[config.mk]
export PLATFORM = sky130hd
export DESIGN_NAME = current_soft_start_ramp_top
export DESIGN_NICKNAME = d
export VERILOG_FILES = /design/src/rtl/core/csr_pkg.sv /design/src/rtl/core/csr_ctrl.sv /design/src/rtl/core/csr_dp.sv /design/src/rtl/core/current_soft_start_ramp_top.sv
export SDC_FILE = /design/constraint.sdc
export NUM_CORES = 2
export LEC_CHECK = 0
export ABC_AREA = 1
export BUFFER_PORTS_ARGS = -buffer_cell sky130_fd_sc_hd__buf_2
export CAP_MARGIN = 25
export CORE_MARGIN = 3
export CORE_UTILIZATION = 50
export DETAILED_ROUTE_END_ITERATION = 8
export MAX_ROUTING_LAYER = met4
export PLACE_DENSITY = 0.66
export SLEW_MARGIN = 20
export SYNTH_ARGS = -nofsm -noshare
export SYNTH_HDL_FRONTEND = slang
export SYNTH_SLANG_ARGS = --single-unit
[constraint.sdc]
create_clock -name i_clk -period 14.9 [get_ports i_clk]
set_input_delay 2.98 -clock i_clk [delete_from_list [all_inputs] [get_ports i_clk]]
set_output_delay 2.98 -clock i_clk [all_outputs]
set_load 0.02 [all_outputs]
[src/rtl/core/csr_pkg.sv]
// Shared types and constants for the current soft-start ramp.
package csr_pkg;

    localparam int CUR_W   = 24;
    localparam int SAMP_W  = 12;
    localparam int PROD_W  = SAMP_W + CUR_W;
    localparam int DRV_W   = 14;
    localparam int CFG_IDX_W = 2;
    localparam int CFG_W   = 24;
    localparam int S_DATA_W = 16;
    localparam int M_DATA_W = 40;
    localparam int DIV_STEPS = 4;
    localparam int DIV_CNT_W = $clog2(DIV_STEPS);

    typedef enum logic [1:0] {
        PH_DEC  = 2'd0,
        PH_INC  = 2'd1,
        PH_OFF  = 2'd2,
        PH_HOLD = 2'd3
    } t_phase;

    typedef enum logic [CFG_IDX_W-1:0] {
        CFG_RAMP_ENABLE = 2'd0,
        CFG_RAMP_STEP   = 2'd1,
        CFG_FULL_SCALE  = 2'd2,
        CFG_OUTPUT_GAIN = 2'd3
    } t_cfg_idx;

    typedef enum logic [2:0] {
        ST_IDLE,
        ST_MUL,
        ST_DIV,
        ST_RAMP,
        ST_DRV,
        ST_OUT
    } t_state;

    typedef struct packed {
        logic capture;
        logic mult;
        logic div_step;
        logic ramp;
        logic drive;
        logic out_load;
    } t_dp_cmd;

    typedef struct packed {
        logic div_last;
    } t_dp_stat;

endpackage

[src/rtl/core/csr_ctrl.sv]
// Sequencing state machine and output valid flag for the current ramp.
module csr_ctrl (
    input  logic              i_clk,
    input  logic              i_rst_n,
    input  logic              i_s_valid,
    output logic              o_s_ready,
    input  logic              i_m_ready,
    output logic              o_m_valid,
    input  csr_pkg::t_dp_stat i_stat,
    output csr_pkg::t_dp_cmd  o_cmd
);
    import csr_pkg::*;

    t_state r_state, n_state;
    logic   r_out_valid, n_out_valid;

    always_ff @(posedge i_clk) begin
        if (!i_rst_n) begin
            r_state     <= ST_IDLE;
            r_out_valid <= 1'b0;
        end else begin
            r_state     <= n_state;
            r_out_valid <= n_out_valid;
        end
    end

    always_comb begin
        n_state     = r_state;
        n_out_valid = r_out_valid && !i_m_ready;
        o_cmd       = '0;
        o_s_ready   = 1'b0;
        unique case (r_state)
            ST_IDLE: begin
                o_s_ready = 1'b1;
                if (i_s_valid) begin
                    o_cmd.capture = 1'b1;
                    n_state = ST_MUL;
                end
            end
            ST_MUL: begin
                o_cmd.mult = 1'b1;
                n_state = ST_DIV;
            end
            ST_DIV: begin
                o_cmd.div_step = 1'b1;
                if (i_stat.div_last) begin
                    n_state = ST_RAMP;
                end
            end
            ST_RAMP: begin
                o_cmd.ramp = 1'b1;
                n_state = ST_DRV;
            end
            ST_DRV: begin
                o_cmd.drive = 1'b1;
                n_state = ST_OUT;
            end
            ST_OUT: begin
                if (!r_out_valid || i_m_ready) begin
                    o_cmd.out_load = 1'b1;
                    n_out_valid = 1'b1;
                    n_state = ST_IDLE;
                end
            end
            default: n_state = ST_IDLE;
        endcase
    end

    assign o_m_valid = r_out_valid;

endmodule

[src/rtl/core/csr_dp.sv]
// Datapath: configuration, target divider, ramp update and drive product.
module csr_dp #(
    parameter int ADC_MAX     = 4095,
    parameter int DRIVE_LIMIT = 10000
) (
    input  logic                                 i_clk,
    input  logic                                 i_rst_n,
    input  logic                                 i_cfg_we,
    input  logic [csr_pkg::CFG_IDX_W-1:0]        i_cfg_addr,
    input  logic [csr_pkg::CFG_W-1:0]            i_cfg_wdata,
    input  logic [csr_pkg::S_DATA_W-1:0]         i_in_data,
    output logic [csr_pkg::M_DATA_W-1:0]         o_out_data,
    input  csr_pkg::t_dp_cmd                     i_cmd,
    output csr_pkg::t_dp_stat                    o_stat
);
    import csr_pkg::*;

    localparam int DW = $clog2(ADC_MAX + 1);
    localparam int HALF = PROD_W / 2;
    // The reciprocal of any ADC_MAX of 255 or more fits in this width.
    localparam int RCP_W = PROD_W - 7;
    localparam int XW = CUR_W + 16;
    localparam logic [DW-1:0] DIVISOR = DW'(ADC_MAX);
    localparam logic [RCP_W-1:0] RECIP = RCP_W'((64'd1 << PROD_W) / 64'(ADC_MAX));
    localparam logic [XW-1:0] SAT_LIM = XW'(ADC_MAX) << CUR_W;
    localparam logic [15:0] LIMIT = 16'(DRIVE_LIMIT);

    logic              r_enable;
    logic [CUR_W-1:0]  r_step, r_fsc, r_gain;
    logic [SAMP_W-1:0] r_sample;
    logic              r_event, r_level;
    logic [PROD_W-1:0] r_div;
    logic [HALF+RCP_W-1:0] r_plo, r_phi;
    logic [RCP_W-1:0]  r_qest;
    logic [XW-1:0]     r_rem;
    logic [CUR_W-1:0]  r_target;
    logic [DIV_CNT_W-1:0] r_cnt;
    logic [CUR_W-1:0]  r_current, n_current;
    t_phase            r_phase, n_phase;
    logic [2*CUR_W-1:0] r_dprod;
    logic [M_DATA_W-1:0] r_out;

    logic [PROD_W+RCP_W-1:0] rcp_sum;
    logic [CUR_W+DW-1:0] qd;
    logic              sat, fix;
    logic [CUR_W-1:0]  target, cur0;
    t_phase            ph0;
    logic [CUR_W:0]    sum;
    logic [15:0]       drv_hi, drv_cap;

    always_ff @(posedge i_clk) begin
        if (!i_rst_n) begin
            r_enable <= 1'b1;
            r_step   <= 24'd32768;
            r_fsc    <= 24'd2949120;
            r_gain   <= 24'd14563556;
        end else if (i_cfg_we) begin
            unique case (t_cfg_idx'(i_cfg_addr))
                CFG_RAMP_ENABLE: r_enable <= i_cfg_wdata[0];
                CFG_RAMP_STEP:   r_step   <= i_cfg_wdata;
                CFG_FULL_SCALE:  r_fsc    <= i_cfg_wdata;
                CFG_OUTPUT_GAIN: r_gain   <= i_cfg_wdata;
            endcase
        end
    end

    // The reciprocal estimate is at most one below the true quotient.
    assign rcp_sum = {r_phi, {HALF{1'b0}}} + (PROD_W+RCP_W)'(r_plo);
    assign qd      = (CUR_W+DW)'(r_qest[CUR_W-1:0]) * (CUR_W+DW)'(DIVISOR);
    assign sat     = XW'(r_div) >= SAT_LIM;
    assign fix     = r_rem >= XW'(DIVISOR);

    always_ff @(posedge i_clk) begin
        if (i_cmd.capture) begin
            r_sample <= i_in_data[SAMP_W-1:0];
            r_event  <= i_in_data[SAMP_W];
            r_level  <= i_in_data[SAMP_W+1];
        end
        if (i_cmd.mult) begin
            r_div <= PROD_W'(r_sample) * PROD_W'(r_fsc);
            r_cnt <= '0;
        end else if (i_cmd.div_step) begin
            r_plo    <= (HALF+RCP_W)'(r_div[HALF-1:0]) * (HALF+RCP_W)'(RECIP);
            r_phi    <= (HALF+RCP_W)'(r_div[PROD_W-1:HALF]) * (HALF+RCP_W)'(RECIP);
            r_qest   <= rcp_sum[PROD_W+RCP_W-1:PROD_W];
            r_rem    <= XW'(r_div) - XW'(qd);
            r_target <= sat ? '1 : r_qest[CUR_W-1:0] + CUR_W'(fix);
            r_cnt    <= r_cnt + 1'b1;
        end
        if (i_cmd.drive) begin
            r_dprod <= (2*CUR_W)'(r_current) * (2*CUR_W)'(r_gain);
        end
        if (i_cmd.out_load) begin
            r_out <= {r_current, r_phase, drv_cap[DRV_W-1:0]};
        end
    end

    assign o_stat.div_last = (r_cnt == DIV_CNT_W'(DIV_STEPS - 1));

    assign target = r_target;

    always_comb begin
        cur0      = r_event ? '0 : r_current;
        ph0       = r_event ? PH_OFF : r_phase;
        n_current = cur0;
        n_phase   = ph0;
        sum       = {1'b0, cur0} + {1'b0, r_step};
        if (r_enable) begin
            unique case (ph0)
                PH_OFF: begin
                    n_current = '0;
                    if (!r_level && target != '0) begin
                        n_phase = PH_INC;
                    end
                end
                PH_INC: begin
                    if (cur0 < target) begin
                        n_current = sum[CUR_W] ? '1 : sum[CUR_W-1:0];
                    end else begin
                        n_phase   = PH_HOLD;
                        n_current = target;
                    end
                end
                PH_DEC: begin
                    if (cur0 > target) begin
                        n_current = (cur0 > r_step) ? cur0 - r_step : '0;
                    end else begin
                        n_phase   = PH_HOLD;
                        n_current = target;
                    end
                end
                PH_HOLD: begin
                    if (target > cur0) begin
                        n_phase = PH_INC;
                    end else if (cur0 > target) begin
                        n_phase = PH_DEC;
                    end
                    if (target == '0) begin
                        n_phase = PH_OFF;
                    end
                end
            endcase
        end
    end

    always_ff @(posedge i_clk) begin
        if (!i_rst_n) begin
            r_current <= '0;
            r_phase   <= PH_DEC;
        end else if (i_cmd.ramp) begin
            r_current <= n_current;
            r_phase   <= n_phase;
        end
    end

    assign drv_hi  = r_dprod[2*CUR_W-1:32];
    assign drv_cap = (drv_hi > LIMIT) ? LIMIT : drv_hi;

    assign o_out_data = r_out;

endmodule

[src/rtl/core/current_soft_start_ramp_top.sv]
// Top level of the current soft-start ramp: controller plus datapath.
// Each accepted item is one control tick and yields one result item. The result is
// computed in this order: the sample-times-full-scale product, the division by ADC_MAX
// (reciprocal multiplication in two halves, the sum, the remainder and the final
// correction with saturation), the ramp update, the drive product and the load of the
// output register. Only one tick is in flight. The next item is accepted once the
// result is loaded, even while that result still waits in the output register; a
// result that is still waiting when the next one is ready stalls the controller.
module current_soft_start_ramp_top #(
    parameter int ADC_MAX     = 4095,
    parameter int DRIVE_LIMIT = 10000
) (
    input  logic                               i_clk,
    input  logic                               i_rst_n,
    input  logic                               i_cfg_we,
    input  logic [csr_pkg::CFG_IDX_W-1:0]      i_cfg_addr,
    input  logic [csr_pkg::CFG_W-1:0]          i_cfg_wdata,
    input  logic                               s_axis_tvalid,
    output logic                               s_axis_tready,
    // request_sample[11:0], fault_event[12], fault_level[13], zero[15:14]
    input  logic [csr_pkg::S_DATA_W-1:0]       s_axis_tdata,
    output logic                               m_axis_tvalid,
    input  logic                               m_axis_tready,
    // drive_count[13:0], ramp_phase[15:14], present_current[39:16]
    output logic [csr_pkg::M_DATA_W-1:0]       m_axis_tdata
);
    import csr_pkg::*;

    t_dp_cmd  cmd;
    t_dp_stat stat;

    csr_ctrl u_ctrl (
        .i_clk     (i_clk),
        .i_rst_n   (i_rst_n),
        .i_s_valid (s_axis_tvalid),
        .o_s_ready (s_axis_tready),
        .i_m_ready (m_axis_tready),
        .o_m_valid (m_axis_tvalid),
        .i_stat    (stat),
        .o_cmd     (cmd)
    );

    csr_dp #(
        .ADC_MAX     (ADC_MAX),
        .DRIVE_LIMIT (DRIVE_LIMIT)
    ) u_dp (
        .i_clk       (i_clk),
        .i_rst_n     (i_rst_n),
        .i_cfg_we    (i_cfg_we),
        .i_cfg_addr  (i_cfg_addr),
        .i_cfg_wdata (i_cfg_wdata),
        .i_in_data   (s_axis_tdata),
        .o_out_data  (m_axis_tdata),
        .i_cmd       (cmd),
        .o_stat      (stat)
    );

endmodule

==> results.md <==
* Crit-path slowest cell: dfxtp_1
* Largest stage delay, worst path at 0.75 ns
* Layout cell share with drive strength beyond 1 at under 10%
* Fin worst setup slack at 7.78 ns
* Ant diodes at 0
* Number of global-route vias before repair at 45500
* Most common cell after layout, fill and taps aside: inv_1
* H-tree levels at 2
* R2r setup slk at 7.78 ns
* Drt initial violations at 3611
* Final setup violation count at 0
* Outcome: finished, final reports clean
* Most used cell, CP: inv_1
* Final period utilization at between 40% and 50%
* Most frequent cells in the layout: 1771 x inv_1, 1665 x nand2_1, 893 x fa_1, 486 x ha_1, 339 x nor2_1
* Tmin final at 7.12 ns
* Worst-path clk slew at 0.06 ns
* WL/cell at about 19 µm
* Main flop type after synthesis: edfxtp_1
* Register area share after synthesis at 17.4%
* Area occupied by multi-input gates at 39000 µm²
* Register area at 9860 µm²
* Die ar. at 117000 µm²
* Number of max-cap violations at 0
* Initial Util at 50.8%
* Core area at 111000 µm²
* WL final at 159000 µm
* Main area contributors after synthesis: fa_1 32%, edfxtp_1 14%, inv_1 12%, nand2_1 11%, ha_1 11%
* Global-route wire length before repair at between 200000 and 300000 µm
* Syn Area/Cell at just over 8 µm²
* Buffers on Ports at 86
* Setup CP Type: reg2reg
* GPL Wtd Cong at 1.00
* FF+latch count, synth at 363
* Crit path max-delay family: adder cells
* TritonCTS clock tree: built
* Post-Syn Nets at 8440
* # Post-CTS Setup Buffers at 0
* CP Max Fanout at 16
* Buf/Inv on CP at 10
* Critical Path Source Type: flop
* Total CTS buffers at 44
* Root buffer cell: clkbuf_16
* Vias at 44900
* CTS Buffer Depth at 3
* Yosys warns at 0
* Post-synth top area cell: fa_1
* Crit path required time at 15.26 ns
* Synth top area share at 31.6%
* Post-CTS sizing at 0
* CP endpoint kind: flop
* Final hold violation count at 0
* Die Width at ~340 µm
* Num ports at between 80 and 90
* Die height at 342 µm
* Number of antenna violations at the first check in global routing at 4
* Post-Syn Area at 56600 µm²
* Row Count at 122
* Number of detailed-route iterations in the first pass at 6
* Setup WS pre-CTS at 7.68 ns
* Cts hold-fix bufs at 0
* Post-synth EDFFs at between 200 and 300
* Slew HR at 23.8%
* Setup TNS at 0 ns
* Max-slew violation count at 0
* Fillers at 10500
* Area growth syn-to-layout at 5.97%
* Post-route ant nets at 0
* Max frequency at 141 MHz
* Gr ovfl total at 0
* Ys async rst share at 0%
* Worst-skew pair later-pin latency at 0.63 ns
* Nets at about 8400
* Setup Skew at around 0.032 ns
* CP Data Arrival Time at 7.47 ns
* Largest net degree at the start of global routing at 157
* Tot GR Track Use at 28.6%
* RSZ-0062 raised after global routing: false
* Dpl hpwl at 131000 µm
* Synth unique cells at 55
* Worst Hold Class: reg2reg
* Clock Sink Count at 363
* # DRC at 0
* Cell count after synthesis at 7014
* Vias/cell at approximately 5.3
* Worst Tran Pin Value at 1.14 ns
per-layer routing:
layer	up-vias	wire (µm)	GRT usage [%]
met4	0	4130	7.02
met1	22100	69000	39.8
met5	-	0	-
met2	1661	72200	44.1
met3	240	13800	4.21
li1	20900	-	-
area by class of cell:
class / count / share of cell area [%]
inverters: 1783 / 11.2
clock inverters: 30 / 0.559
repair buffers: 147 / 1.71
well taps: 1488 / 3.11
flip-flops and latches: 363 / 16.5
clock buffers: 51 / 1.93
multi-input cells: 4615 / 65.1
per-stage QoR:
| stage | hold slack [ns] | std cells | instance area (µm²) | utilization (%) |
|---|---|---|---|---|
| 6_report | 0.445 | 8477 | 59900 | 53.8 |
| 4_1_cts | 0.442 | 8472 | 59800 | 53.7 |
| 5_1_grt | 0.461 | 8477 | 59900 | 53.8 |
| 3_5_place_dp | 0.427 | 8391 | 58300 | 52.4 |
| 3_3_place_gp | 0.430 | 8383 | 58200 | 52.2 |
| 2_1_floorplan | 0.406 | 7014 | 56600 | - |
worst paths after layout:
path,from,endpoint,depth (start not counted)
max,u_dp.r_current[8],u_dp.r_dprod[43],27
min,u_dp.r_current[16],u_dp.o_out_data[32],0
max reg2reg,u_dp.r_current[8],u_dp.r_dprod[43],27
min reg2reg,u_dp.r_current[16],u_dp.o_out_data[32],0
cells in the mapped netlist, types with 7 or more instances:
master / n
buf_2: 7
nand3_1: 190
o21ai_0: 209
clkbuf_1: 224
xor2_1: 126
a21oi_2: 12
buf_6: 7
a21o_1: 21
dfxtp_1: 105
ha_1: 486
o31ai_1: 7
inv_1: 1773
nor3_1: 51
fa_1: 893
nand2_1: 1665
inv_2: 8
o21a_1: 13
edfxtp_1: 258
a31oi_1: 24
nand2_2: 9
nor2_4: 7
or2_2: 10
buf_4: 9
nor2_1: 339
nand3_2: 7
a21oi_1: 310
nor4_1: 26
nand4_1: 62
xnor2_1: 47
o21bai_1: 30
flip-flops by register name, summed over array words and instances, names as in the netlist, 2 cells and up:
signal           count
u_dp.r_phi          42
u_dp.o_out_data     40
u_dp.r_rem          37
u_dp.r_div          36
u_dp.r_plo          25
u_dp.r_current      24
u_dp.r_fsc          24
u_dp.r_gain         24
u_dp.r_qest         24
u_dp.r_step         24
u_dp.r_target       24
u_dp.r_dprod        16
u_dp.r_sample       12
u_ctrl.r_state       3
u_dp.r_cnt           2
u_dp.r_phase         2
cell families after synthesis:
logic type	Yosys count	share of synthesized area [%]
AO/OA/AOI/OAI	674	6.66
XOR/XNOR	173	2.68
adder cells (fa/ha/maj)	1379	42.4
buffers and inverters	2036	13.7
flip-flops	363	17.4
AND/OR/NAND/NOR	2389	17.2
worst register-to-register path, stage by stage, from the launching register on:
cell and delay [ns]:
dfxtp_1 0.75, buf_4 0.40, nand2_1 0.10, inv_1 0.10
fa_1 0.42, fa_1 0.52, inv_1 0.05, fa_1 0.53
inv_1 0.05, fa_1 0.49, inv_1 0.05, fa_1 0.49
inv_1 0.06, fa_1 0.53, inv_1 0.06, fa_1 0.58
inv_1 0.06, ha_1 0.31, nand2_1 0.09, nor2_1 0.17
inv_1 0.08, nor2_1 0.15, inv_1 0.07, o21ai_0 0.17
nand2_1 0.07, o2111ai_1 0.19, a21oi_1 0.16, xor2_1 0.17
Power is left out: the tool's default activity adds up to more than one toggle a clock period on the data nets, which glitch-free logic cannot reach.
